### config.mk
export PLATFORM = sky130hd
export DESIGN_NAME = integer_to_base_digits_core
export DESIGN_NICKNAME = d
export VERILOG_FILES = /design/src/hw/rtl/i2bd_pkg.sv /design/src/hw/rtl/i2bd_ram.sv /design/src/hw/rtl/i2bd_front.sv /design/src/hw/rtl/i2bd_back.sv /design/src/hw/rtl/integer_to_base_digits_core.sv
export SDC_FILE = /design/constraint.sdc
export NUM_CORES = 1
export LEC_CHECK = 0
export BUFFER_PORTS_ARGS = -buffer_cell sky130_fd_sc_hd__buf_2
export CORE_MARGIN = 2
export CORE_UTILIZATION = 56
export DETAILED_ROUTE_END_ITERATION = 10
export PLACE_DENSITY = 0.82
export SETUP_SLACK_MARGIN = 0.3
export SYNTH_ARGS = -nofsm -noshare
export SYNTH_HDL_FRONTEND = slang
export SYNTH_HIERARCHICAL = 1
export SYNTH_SLANG_ARGS = --single-unit
### constraint.sdc
create_clock -name clk -period 12.02 [get_ports clk]
set_input_delay 2.404 -clock clk [delete_from_list [all_inputs] [get_ports clk]]
set_output_delay 2.404 -clock clk [all_outputs]
set_load 0.02 [all_outputs]
### src/hw/rtl/i2bd_pkg.sv
// ----------------------------------------------------------------------------
// i2bd_pkg: shared types and constants for the base-digit converter
// Field widths, digit store sizing, queue sizing and the glyph mapping.
// ----------------------------------------------------------------------------
package i2bd_pkg;

  // Field widths
  localparam int VALUE_W = 63;
  localparam int RADIX_W = 5;
  localparam int CHAR_W  = 7;
  localparam int DIGIT_W = 4;

  // Digit store sizing
  localparam int MAX_DIGITS = 64;
  localparam int ADDR_W     = $clog2(MAX_DIGITS);
  localparam int CNT_W      = $clog2(MAX_DIGITS + 1);

  // Divider: a 64-bit dividend walked a byte per cycle
  localparam int WORK_W      = 64;
  localparam int CHUNK_W     = 8;
  localparam int NCHUNK      = WORK_W / CHUNK_W;
  localparam int CHUNK_CNT_W = $clog2(NCHUNK);

  // Queue between front and back
  localparam int QDEPTH = 2;
  localparam int QPTR_W = (QDEPTH > 1) ? $clog2(QDEPTH) : 1;
  localparam int QCNT_W = $clog2(QDEPTH + 1);

  // Radix limits and reset value
  localparam logic [RADIX_W-1:0] RADIX_RESET = RADIX_W'(10);
  localparam logic [RADIX_W-1:0] RADIX_MIN   = RADIX_W'(2);
  localparam logic [RADIX_W-1:0] RADIX_MAX   = RADIX_W'(16);

  // ASCII anchors
  localparam logic [CHAR_W-1:0] CHAR_ZERO = CHAR_W'(48);
  localparam logic [CHAR_W-1:0] CHAR_A    = CHAR_W'(65);
  localparam logic [DIGIT_W-1:0] DEC_TOP  = DIGIT_W'(10);

  // One queued conversion job
  typedef struct packed {
    logic [VALUE_W-1:0] value;
    logic [RADIX_W-1:0] radix;
    logic               is_zero;
  } job_t;

  // Map a digit value to its ASCII character
  function automatic logic [CHAR_W-1:0] glyph(input logic [DIGIT_W-1:0] d);
    logic [CHAR_W-1:0] c;
    if (d < DEC_TOP) begin
      c = CHAR_ZERO + CHAR_W'(d);
    end else begin
      c = CHAR_A + CHAR_W'(d - DEC_TOP);
    end
    return c;
  endfunction

endpackage

### src/hw/rtl/i2bd_ram.sv
// ----------------------------------------------------------------------------
// i2bd_ram: generic single-write, single-read RAM
// Registered read; read data holds while no read is issued.
// ----------------------------------------------------------------------------
module i2bd_ram #(
  parameter int WIDTH = 4,
  parameter int DEPTH = 64
) (
  input  logic                     clk,
  input  logic                     we,
  input  logic [$clog2(DEPTH)-1:0] waddr,
  input  logic [WIDTH-1:0]         wdata,
  input  logic                     re,
  input  logic [$clog2(DEPTH)-1:0] raddr,
  output logic [WIDTH-1:0]         rdata
);

  logic [WIDTH-1:0] mem [DEPTH];
  logic [WIDTH-1:0] rdata_r;

  // Write port
  always_ff @(posedge clk) begin
    if (we) begin
      mem[waddr] <= wdata;
    end
  end

  // Registered read port
  always_ff @(posedge clk) begin
    if (re) begin
      rdata_r <= mem[raddr];
    end
  end

  assign rdata = rdata_r;

endmodule

### src/hw/rtl/i2bd_front.sv
// ----------------------------------------------------------------------------
// i2bd_front: input side of the converter
// Holds the radix register, accepts words, flags zero inputs and queues jobs.
// ----------------------------------------------------------------------------
module i2bd_front (
  input  logic                          clk,
  input  logic                          rst_n,
  input  logic                          cfg_we,
  input  logic [i2bd_pkg::RADIX_W-1:0]  cfg_data,
  input  logic                          in_valid,
  output logic                          in_ready,
  input  logic [i2bd_pkg::VALUE_W-1:0]  in_value,
  output logic                          job_valid,
  input  logic                          job_ready,
  output i2bd_pkg::job_t                job
);
  import i2bd_pkg::*;

  logic [RADIX_W-1:0] radix_r, radix_nxt;
  job_t               q_mem_r [QDEPTH];
  logic [QPTR_W-1:0]  wr_ptr_r, wr_ptr_nxt;
  logic [QPTR_W-1:0]  rd_ptr_r, rd_ptr_nxt;
  logic [QCNT_W-1:0]  q_cnt_r, q_cnt_nxt;
  logic               push, pop;
  job_t               new_job;

  // Keep radix unless the write lands in the legal range
  always_comb begin
    radix_nxt = radix_r;
    if (cfg_we && cfg_data >= RADIX_MIN && cfg_data <= RADIX_MAX) begin
      radix_nxt = cfg_data;
    end
  end

  // Classify the incoming word
  always_comb begin
    new_job.value   = in_value;
    new_job.radix   = radix_r;
    new_job.is_zero = (in_value == '0);
  end

  assign in_ready  = (q_cnt_r != QCNT_W'(QDEPTH));
  assign job_valid = (q_cnt_r != '0);
  assign job       = q_mem_r[rd_ptr_r];
  assign push      = in_valid && in_ready;
  assign pop       = job_valid && job_ready;

  // Advance queue pointers and occupancy
  always_comb begin
    wr_ptr_nxt = wr_ptr_r;
    rd_ptr_nxt = rd_ptr_r;
    q_cnt_nxt  = q_cnt_r;
    if (push) begin
      wr_ptr_nxt = (wr_ptr_r == QPTR_W'(QDEPTH - 1)) ? '0 : wr_ptr_r + 1'b1;
    end
    if (pop) begin
      rd_ptr_nxt = (rd_ptr_r == QPTR_W'(QDEPTH - 1)) ? '0 : rd_ptr_r + 1'b1;
    end
    if (push && !pop) begin
      q_cnt_nxt = q_cnt_r + 1'b1;
    end else if (pop && !push) begin
      q_cnt_nxt = q_cnt_r - 1'b1;
    end
  end

  // Control registers
  always_ff @(posedge clk) begin
    if (!rst_n) begin
      radix_r  <= RADIX_RESET;
      wr_ptr_r <= '0;
      rd_ptr_r <= '0;
      q_cnt_r  <= '0;
    end else begin
      radix_r  <= radix_nxt;
      wr_ptr_r <= wr_ptr_nxt;
      rd_ptr_r <= rd_ptr_nxt;
      q_cnt_r  <= q_cnt_nxt;
    end
  end

  // Queue storage
  always_ff @(posedge clk) begin
    if (push) begin
      q_mem_r[wr_ptr_r] <= new_job;
    end
  end

endmodule

### src/hw/rtl/i2bd_back.sv
// ----------------------------------------------------------------------------
// i2bd_back: divide and emit engine
// Divides a byte per cycle to peel off digits, stores them, then streams them
// out most significant first through an output register.
// ----------------------------------------------------------------------------
module i2bd_back (
  input  logic                         clk,
  input  logic                         rst_n,
  input  logic                         job_valid,
  output logic                         job_ready,
  input  i2bd_pkg::job_t               job,
  output logic                         out_valid,
  input  logic                         out_ready,
  output logic [i2bd_pkg::CHAR_W-1:0]  out_digit_char,
  output logic                         out_last_digit
);
  import i2bd_pkg::*;

  typedef enum logic [1:0] {
    S_IDLE,
    S_DIV,
    S_EMIT
  } state_t;

  state_t                 state_r, state_nxt;
  logic [WORK_W-1:0]      work_r, work_nxt;
  logic [DIGIT_W-1:0]     rem_r, rem_nxt;
  logic [RADIX_W-1:0]     base_r, base_nxt;
  logic [CHUNK_CNT_W-1:0] chunk_r, chunk_nxt;
  logic [CNT_W-1:0]       cnt_r, cnt_nxt;
  logic [CNT_W-1:0]       emit_left_r, emit_left_nxt;
  logic                   rd_pend_r, rd_pend_nxt;
  logic                   pend_last_r, pend_last_nxt;
  logic                   out_valid_r, out_valid_nxt;
  logic [CHAR_W-1:0]      out_char_r, out_char_nxt;
  logic                   out_last_r, out_last_nxt;

  logic [CHUNK_W-1:0]     qbyte;
  logic [DIGIT_W-1:0]     step_rem;
  logic [WORK_W-1:0]      step_work;

  logic                   accept, load, issue;
  logic                   ram_we;
  logic [ADDR_W-1:0]      ram_waddr, ram_raddr;
  logic [DIGIT_W-1:0]     ram_wdata, ram_rdata;
  logic [CNT_W-1:0]       rd_pos;

  // One byte of restoring division by the current base
  always_comb begin
    logic [DIGIT_W-1:0] r;
    logic [DIGIT_W:0]   t;
    logic [DIGIT_W:0]   diff;
    logic [CHUNK_W-1:0] top;
    r     = rem_r;
    qbyte = '0;
    top   = work_r[WORK_W-1 -: CHUNK_W];
    for (int i = CHUNK_W - 1; i >= 0; i--) begin
      t    = {r, top[i]};
      diff = t - base_r;
      if (t >= base_r) begin
        r        = diff[DIGIT_W-1:0];
        qbyte[i] = 1'b1;
      end else begin
        r = t[DIGIT_W-1:0];
      end
    end
    step_rem  = r;
    step_work = {work_r[WORK_W-CHUNK_W-1:0], qbyte};
  end

  // Job and output side handshakes
  assign accept    = (state_r == S_IDLE) && job_valid;
  assign job_ready = (state_r == S_IDLE);
  assign load      = rd_pend_r && (!out_valid_r || out_ready);
  assign issue     = (state_r == S_EMIT) && (emit_left_r != '0) && (!rd_pend_r || load);
  assign rd_pos    = emit_left_r - 1'b1;
  assign ram_raddr = rd_pos[ADDR_W-1:0];

  // Next-state logic
  always_comb begin
    state_nxt     = state_r;
    work_nxt      = work_r;
    rem_nxt       = rem_r;
    base_nxt      = base_r;
    chunk_nxt     = chunk_r;
    cnt_nxt       = cnt_r;
    emit_left_nxt = emit_left_r;
    ram_we        = 1'b0;
    ram_waddr     = cnt_r[ADDR_W-1:0];
    ram_wdata     = step_rem;

    unique case (state_r)
      S_IDLE: begin
        if (accept) begin
          base_nxt  = job.radix;
          work_nxt  = WORK_W'(job.value);
          rem_nxt   = '0;
          chunk_nxt = '0;
          cnt_nxt   = '0;
          if (job.is_zero) begin
            // zero converts straight to a single '0' digit
            ram_we        = 1'b1;
            ram_waddr     = '0;
            ram_wdata     = '0;
            cnt_nxt       = CNT_W'(1);
            emit_left_nxt = CNT_W'(1);
            state_nxt     = S_EMIT;
          end else begin
            state_nxt = S_DIV;
          end
        end
      end
      S_DIV: begin
        work_nxt  = step_work;
        rem_nxt   = step_rem;
        chunk_nxt = chunk_r + 1'b1;
        if (chunk_r == CHUNK_CNT_W'(NCHUNK - 1)) begin
          // digit done: store it unless the store is full
          rem_nxt = '0;
          if (cnt_r < CNT_W'(MAX_DIGITS)) begin
            ram_we  = 1'b1;
            cnt_nxt = cnt_r + 1'b1;
          end
          if (step_work == '0) begin
            emit_left_nxt = (cnt_r < CNT_W'(MAX_DIGITS)) ? cnt_r + 1'b1 : cnt_r;
            state_nxt     = S_EMIT;
          end
        end
      end
      S_EMIT: begin
        if (issue) begin
          emit_left_nxt = emit_left_r - 1'b1;
        end
        if (emit_left_r == '0 && !rd_pend_r) begin
          state_nxt = S_IDLE;
        end
      end
      default: begin
        state_nxt = S_IDLE;
      end
    endcase
  end

  // Read pipeline and output register
  always_comb begin
    rd_pend_nxt   = issue || (rd_pend_r && !load);
    pend_last_nxt = issue ? (emit_left_r == CNT_W'(1)) : pend_last_r;
    out_valid_nxt = load || (out_valid_r && !out_ready);
    out_char_nxt  = load ? glyph(ram_rdata) : out_char_r;
    out_last_nxt  = load ? pend_last_r : out_last_r;
  end

  // State and registered outputs
  always_ff @(posedge clk) begin
    if (!rst_n) begin
      state_r     <= S_IDLE;
      chunk_r     <= '0;
      cnt_r       <= '0;
      emit_left_r <= '0;
      rd_pend_r   <= 1'b0;
      out_valid_r <= 1'b0;
    end else begin
      state_r     <= state_nxt;
      chunk_r     <= chunk_nxt;
      cnt_r       <= cnt_nxt;
      emit_left_r <= emit_left_nxt;
      rd_pend_r   <= rd_pend_nxt;
      out_valid_r <= out_valid_nxt;
    end
    work_r      <= work_nxt;
    rem_r       <= rem_nxt;
    base_r      <= base_nxt;
    pend_last_r <= pend_last_nxt;
    out_char_r  <= out_char_nxt;
    out_last_r  <= out_last_nxt;
  end

  assign out_valid      = out_valid_r;
  assign out_digit_char = out_char_r;
  assign out_last_digit = out_last_r;

  // Digit store
  i2bd_ram #(
    .WIDTH(DIGIT_W),
    .DEPTH(MAX_DIGITS)
  ) u_store (
    .clk  (clk),
    .we   (ram_we),
    .waddr(ram_waddr),
    .wdata(ram_wdata),
    .re   (issue),
    .raddr(ram_raddr),
    .rdata(ram_rdata)
  );

`ifndef SYNTH
  // Base stays legal while dividing
  a_base_legal: assert property (@(posedge clk) disable iff (!rst_n)
    state_r == S_DIV |-> (base_r >= RADIX_MIN && base_r <= RADIX_MAX))
    else $error("divider base out of range");

  // Partial remainder stays below the base
  a_rem_below_base: assert property (@(posedge clk) disable iff (!rst_n)
    state_r == S_DIV |-> ({1'b0, rem_r} < base_r))
    else $error("remainder not below base");

  // No read is left in flight when a new job can start
  a_idle_no_pending: assert property (@(posedge clk) disable iff (!rst_n)
    state_r == S_IDLE |-> !rd_pend_r)
    else $error("read pending in idle");

  // A fetched digit that cannot load is held for the next cycle
  a_pending_held: assert property (@(posedge clk) disable iff (!rst_n)
    rd_pend_r && out_valid_r && !out_ready |=> rd_pend_r && $stable(ram_rdata))
    else $error("pending digit lost");

  // The final digit of a run closes the emit phase
  a_last_ends_run: assert property (@(posedge clk) disable iff (!rst_n)
    load && pend_last_r |-> emit_left_r == '0)
    else $error("last digit loaded with digits left");
`endif

endmodule

### src/hw/rtl/integer_to_base_digits_core.sv
// ----------------------------------------------------------------------------
// integer_to_base_digits_core: integer to ASCII digits in base 2..16
// Flow: the divider does a byte per cycle to peel off each digit, then the digits
//   stream out most significant first; a zero word skips the divider.
// Queueing: a two-entry job queue takes new words while a conversion runs.
// Reset: synchronous active-low rst_n clears control state, radix returns to 10.
// ----------------------------------------------------------------------------
module integer_to_base_digits_core (
  input  logic                          clk,
  input  logic                          rst_n,
  input  logic                          cfg_we,
  input  logic [i2bd_pkg::RADIX_W-1:0]  cfg_data,
  input  logic                          in_valid,
  output logic                          in_ready,
  input  logic [i2bd_pkg::VALUE_W-1:0]  in_value,
  output logic                          out_valid,
  input  logic                          out_ready,
  output logic [i2bd_pkg::CHAR_W-1:0]   out_digit_char,
  output logic                          out_last_digit
);
  import i2bd_pkg::*;

  job_t job;
  logic job_valid;
  logic job_ready;

  // Accept and queue words
  i2bd_front u_front (
    .clk      (clk),
    .rst_n    (rst_n),
    .cfg_we   (cfg_we),
    .cfg_data (cfg_data),
    .in_valid (in_valid),
    .in_ready (in_ready),
    .in_value (in_value),
    .job_valid(job_valid),
    .job_ready(job_ready),
    .job      (job)
  );

  // Convert and stream digits
  i2bd_back u_back (
    .clk           (clk),
    .rst_n         (rst_n),
    .job_valid     (job_valid),
    .job_ready     (job_ready),
    .job           (job),
    .out_valid     (out_valid),
    .out_ready     (out_ready),
    .out_digit_char(out_digit_char),
    .out_last_digit(out_last_digit)
  );

endmodule
==> flow_summary.ini <==
[outcome]
status = finished clean

[yosys]
synth_largest_area_cell = sky130_fd_sc_hd__edfxtp_1
synth-warning-count = 6
syn_area_per_cell_um2 = 15.9
synth_seq_cells = 511
async_reset_ff_frac = 0
synth_nets = 1556
netlist_instances = 1421
netlist_top_cells_area = sky130_fd_sc_hd__edfxtp_1 64%, sky130_fd_sc_hd__mux2_2 6.8%, sky130_fd_sc_hd__mux4_2 4.6%
synth-main-ff-cell = sky130_fd_sc_hd__edfxtp_1
yosysSeqAreaShare = 0.665
synth_enable_flop_cells = 480
post_synth_num_cell_types = 73
synth_area_um2 = 22600
netlist.area_leader.share = 0.637

[floorplanning]
rows = 73
die_x_um = 205
design.die.area_um2 = 42000
start_util = 0.568
core_region_area_um2 = 39800
i_o_pin_cnt = 83
chipHeight_um = 205

[clock_tree]
cts_inserted_buffers = 49
htree_levels = 2
clock_tree_from_tritoncts = built
clockRootBuffer = sky130_fd_sc_hd__clkbuf_16
worst_skew_pair.late_latency_ps = 560
clk_pin_slew_worst_paths_ps = 60
cts.sinks = 511
clock_tree.buffer_depth = 3
cts-hold-fix-buffers = 0

[critical_path]
timing.critical_path.from = u_back/work_r[63]$_SDFFCE_PN0P_
criticalPathCategory = reg2reg
cpPeakStageDelay_ps = 430
worst-path-max-fanout = 64
worst_setup_path_start_kind = flop
reg2reg_to = u_back/u_store/mem[37][1]$_DFFE_PP_
critPathArrivalTime_ps = 11370
worst-r2r-cell-count = 50
worst_setup_path_end_kind = flop
worstPathRequired_ps = 12250
critical_path.reg2reg.startpoint = u_back/work_r[63]$_SDFFCE_PN0P_
crit_slowest_cell = sky130_fd_sc_hd__a211oi_1
ff2ff_setup_slack_ps = 880
cpMostUsedCell = sky130_fd_sc_hd__ha_1

[sta]
finalSetupViolCount = 0
tightestPinTransition_ps = 1060
fin_tns_setup_ps = 0
final_max_slew_viol_count = 0
fin_worst_hold_slack_ps = 419
grt_setup_unrepaired = false
fin_skew_ps = 19.5
timing.max_slew.rel_slack = 0.297
fmax_mhz = 89.8
report.final.hold_viol_count = 0
period_needed_ps = 11140
post-route-period-util = 0.927

[drt]
antenna_violating_nets_post_route = 0
drt_drc_violations_left = 0
routed_via_density = 6.17
dr_wl_cell_um = 23.0
wirelength_um = 48200
drt_iter0_drc = 1411
vias = 12942
dr.pass1.iters = 6

[cells_and_area]
final_net_count = 1667
layout-drive-gt1-share = 0.252
area_used_by_multi_input_combinational_logic_um2 = 7190
nFillCells = 2704
seq_area_um2 = 15000
synthToLayoutAreaGrowth_pct = 11.9

[min_path]
timing.hold.worst_path_depth = 0
hold-path-endpoint = u_back/out_last_digit$_DFFE_PP_
min_from = u_back/pend_last_r$_DFFE_PP_
worstHoldPathType = reg2reg

[global_routing]
initial_antenna_violation_count = 3
grt_start_max_net_pins = 83
grt_pass1_vias = 13152
track_usage = 0.234
grt_pass1_wl_um = 74500
grt.overflow.total = 0

[place]
detailed_place_hpwl_um = 30400
gp_routability_congestion = 0.886
io_buffers = 82

[run]
max_cap_viol_count = 0
## cell families after synthesis
family | after synthesis | share of synthesized area
compound gates | 159 | 0.0464
xor+xnor | 32 | 0.0124
fa+ha+maj | 62 | 0.0370
buf+inv | 99 | 0.0221
flops | 511 | 0.665
mux | 223 | 0.146
simple gates | 335 | 0.0716
## layer usage
layer | up-vias | GRT usage | share of wire
met2 | 570 | 0.393 | 0.49
met1 | 6488 | 0.310 | 0.40
met4 | 2 | 0.0850 | 0.031
met3 | 109 | 0.0385 | 0.075
li1 | 5773 | - | -
met5 | - | 0 | 0.00027
## worst max-delay path: cells and delay by family (launching register included)
family | cells | cell delay (ps)
flops | 1 | 360
simple gates | 7 | 920
buf+inv | 4 | 590
compound gates | 27 | 4890
fa+ha+maj | 8 | 2610
mux | 4 | 1340
## per-stage QoR
step                utilization  cell area (um^2)  setup slack, ps  cells
finish                    0.636             25300              880   2096
global route              0.636             25300              299   2095
CTS                       0.633             25200              332   2085
detailed placement        0.592             23600             -264   1997
global placement          0.592             23600              450   1997
floorplan                     -             22600              579   1421
## cell usage in the layout (no fill, tap or decap), types with 8 or more instances in the layout
| cell type | count |
|---|---|
| sky130_fd_sc_hd__nand3_1 | 19 |
| sky130_fd_sc_hd__nor2_1 | 129 |
| sky130_fd_sc_hd__nor4_1 | 32 |
| sky130_fd_sc_hd__a21oi_1 | 48 |
| sky130_fd_sc_hd__xor2_1 | 16 |
| sky130_fd_sc_hd__fa_1 | 8 |
| sky130_fd_sc_hd__a21o_1 | 13 |
| sky130_fd_sc_hd__edfxtp_1 | 480 |
| sky130_fd_sc_hd__o21ai_1 | 10 |
| sky130_fd_sc_hd__o21ai_0 | 20 |
| sky130_fd_sc_hd__mux2i_1 | 17 |
| sky130_fd_sc_hd__a22oi_1 | 10 |
| sky130_fd_sc_hd__nand2b_1 | 19 |
| sky130_fd_sc_hd__dfxtp_1 | 30 |
| sky130_fd_sc_hd__nor3_1 | 11 |
| sky130_fd_sc_hd__buf_4 | 24 |
| sky130_fd_sc_hd__clkbuf_16 | 51 |
| sky130_fd_sc_hd__clkbuf_1 | 9 |
| sky130_fd_sc_hd__mux4_1 | 19 |
| sky130_fd_sc_hd__xnor2_1 | 14 |
| sky130_fd_sc_hd__nand2_1 | 57 |
| sky130_fd_sc_hd__inv_1 | 42 |
| sky130_fd_sc_hd__clkinv_1 | 13 |
| sky130_fd_sc_hd__ha_1 | 53 |
| sky130_fd_sc_hd__buf_2 | 82 |
| sky130_fd_sc_hd__nand4_1 | 11 |
| sky130_fd_sc_hd__nor2b_1 | 15 |
| sky130_fd_sc_hd__mux2_2 | 136 |
| sky130_fd_sc_hd__mux4_2 | 46 |
## layout make-up
type / count / share of cell area
clock buffers: 60 / 0.0518
inverters: 48 / 0.00717
multi-input cells: 812 / 0.284
diodes: 2 / 0.000198
repair buffers: 110 / 0.0251
clock inverters: 28 / 0.0116
well taps: 525 / 0.0260
flip-flops and latches: 511 / 0.594
## sequential cells by signal, indices dropped and copies added, names as in the netlist, 3 cells and up, named ones only
signal and count:
u_back/work_r 64, u_front/q_mem_r 138, u_back/u_store/mem 256, u_back/emit_left_r 7, u_back/cnt_r 7, u_back/u_store/rdata 4
u_front/radix_r 5, u_back/out_digit_char 7, u_back/base_r 5, u_back/rem_r 4, u_back/chunk_r 3
## synth_stat cells, types with 11 or more instances
cell	count
sky130_fd_sc_hd__clkbuf_1	26
sky130_fd_sc_hd__xor2_1	18
sky130_fd_sc_hd__mux2_2	136
sky130_fd_sc_hd__a21oi_1	48
sky130_fd_sc_hd__edfxtp_1	480
sky130_fd_sc_hd__o21ai_0	20
sky130_fd_sc_hd__nand4_1	11
sky130_fd_sc_hd__inv_1	46
sky130_fd_sc_hd__dfxtp_1	31
sky130_fd_sc_hd__o21ai_1	12
sky130_fd_sc_hd__nand3_1	19
sky130_fd_sc_hd__nor2_1	133
sky130_fd_sc_hd__mux2i_1	20
sky130_fd_sc_hd__ha_1	54
sky130_fd_sc_hd__nor4_1	32
sky130_fd_sc_hd__xnor2_1	14
sky130_fd_sc_hd__a21o_1	13
sky130_fd_sc_hd__nand2b_1	19
sky130_fd_sc_hd__nand2_1	57
sky130_fd_sc_hd__mux4_2	46
sky130_fd_sc_hd__mux4_1	19
sky130_fd_sc_hd__nor2b_1	15
sky130_fd_sc_hd__nor3_1	12
## how the worst max path moves through the flow
stage | endpoint | slack (ps) | cells past startpoint
detailed placement | u_back/u_store/mem[22][1]$_DFFE_PP_ | -260 | 45
finish | u_back/u_store/mem[37][1]$_DFFE_PP_ | 880 | 50
global placement | u_back/emit_left_r[0]$_SDFFE_PN0P_ | 450 | 46
global route | u_back/u_store/mem[42][1]$_DFFE_PP_ | 300 | 50
CTS | u_back/emit_left_r[0]$_SDFFE_PN0P_ | 330 | 46
floorplan | u_back/u_store/mem[0][0]$_DFFE_PP_ | 580 | 42
## timing repair
item	CTS	global route
pin swaps	0	5
gates resized for setup	6	9
endpoints found under the setup margin	269	270
gates cloned	0	1
endpoints found under the hold margin	0	0
setup buffers	0	8
Power is not shown: default switching activity piles up to over one toggle a cycle in this logic, so the estimate is an artifact.
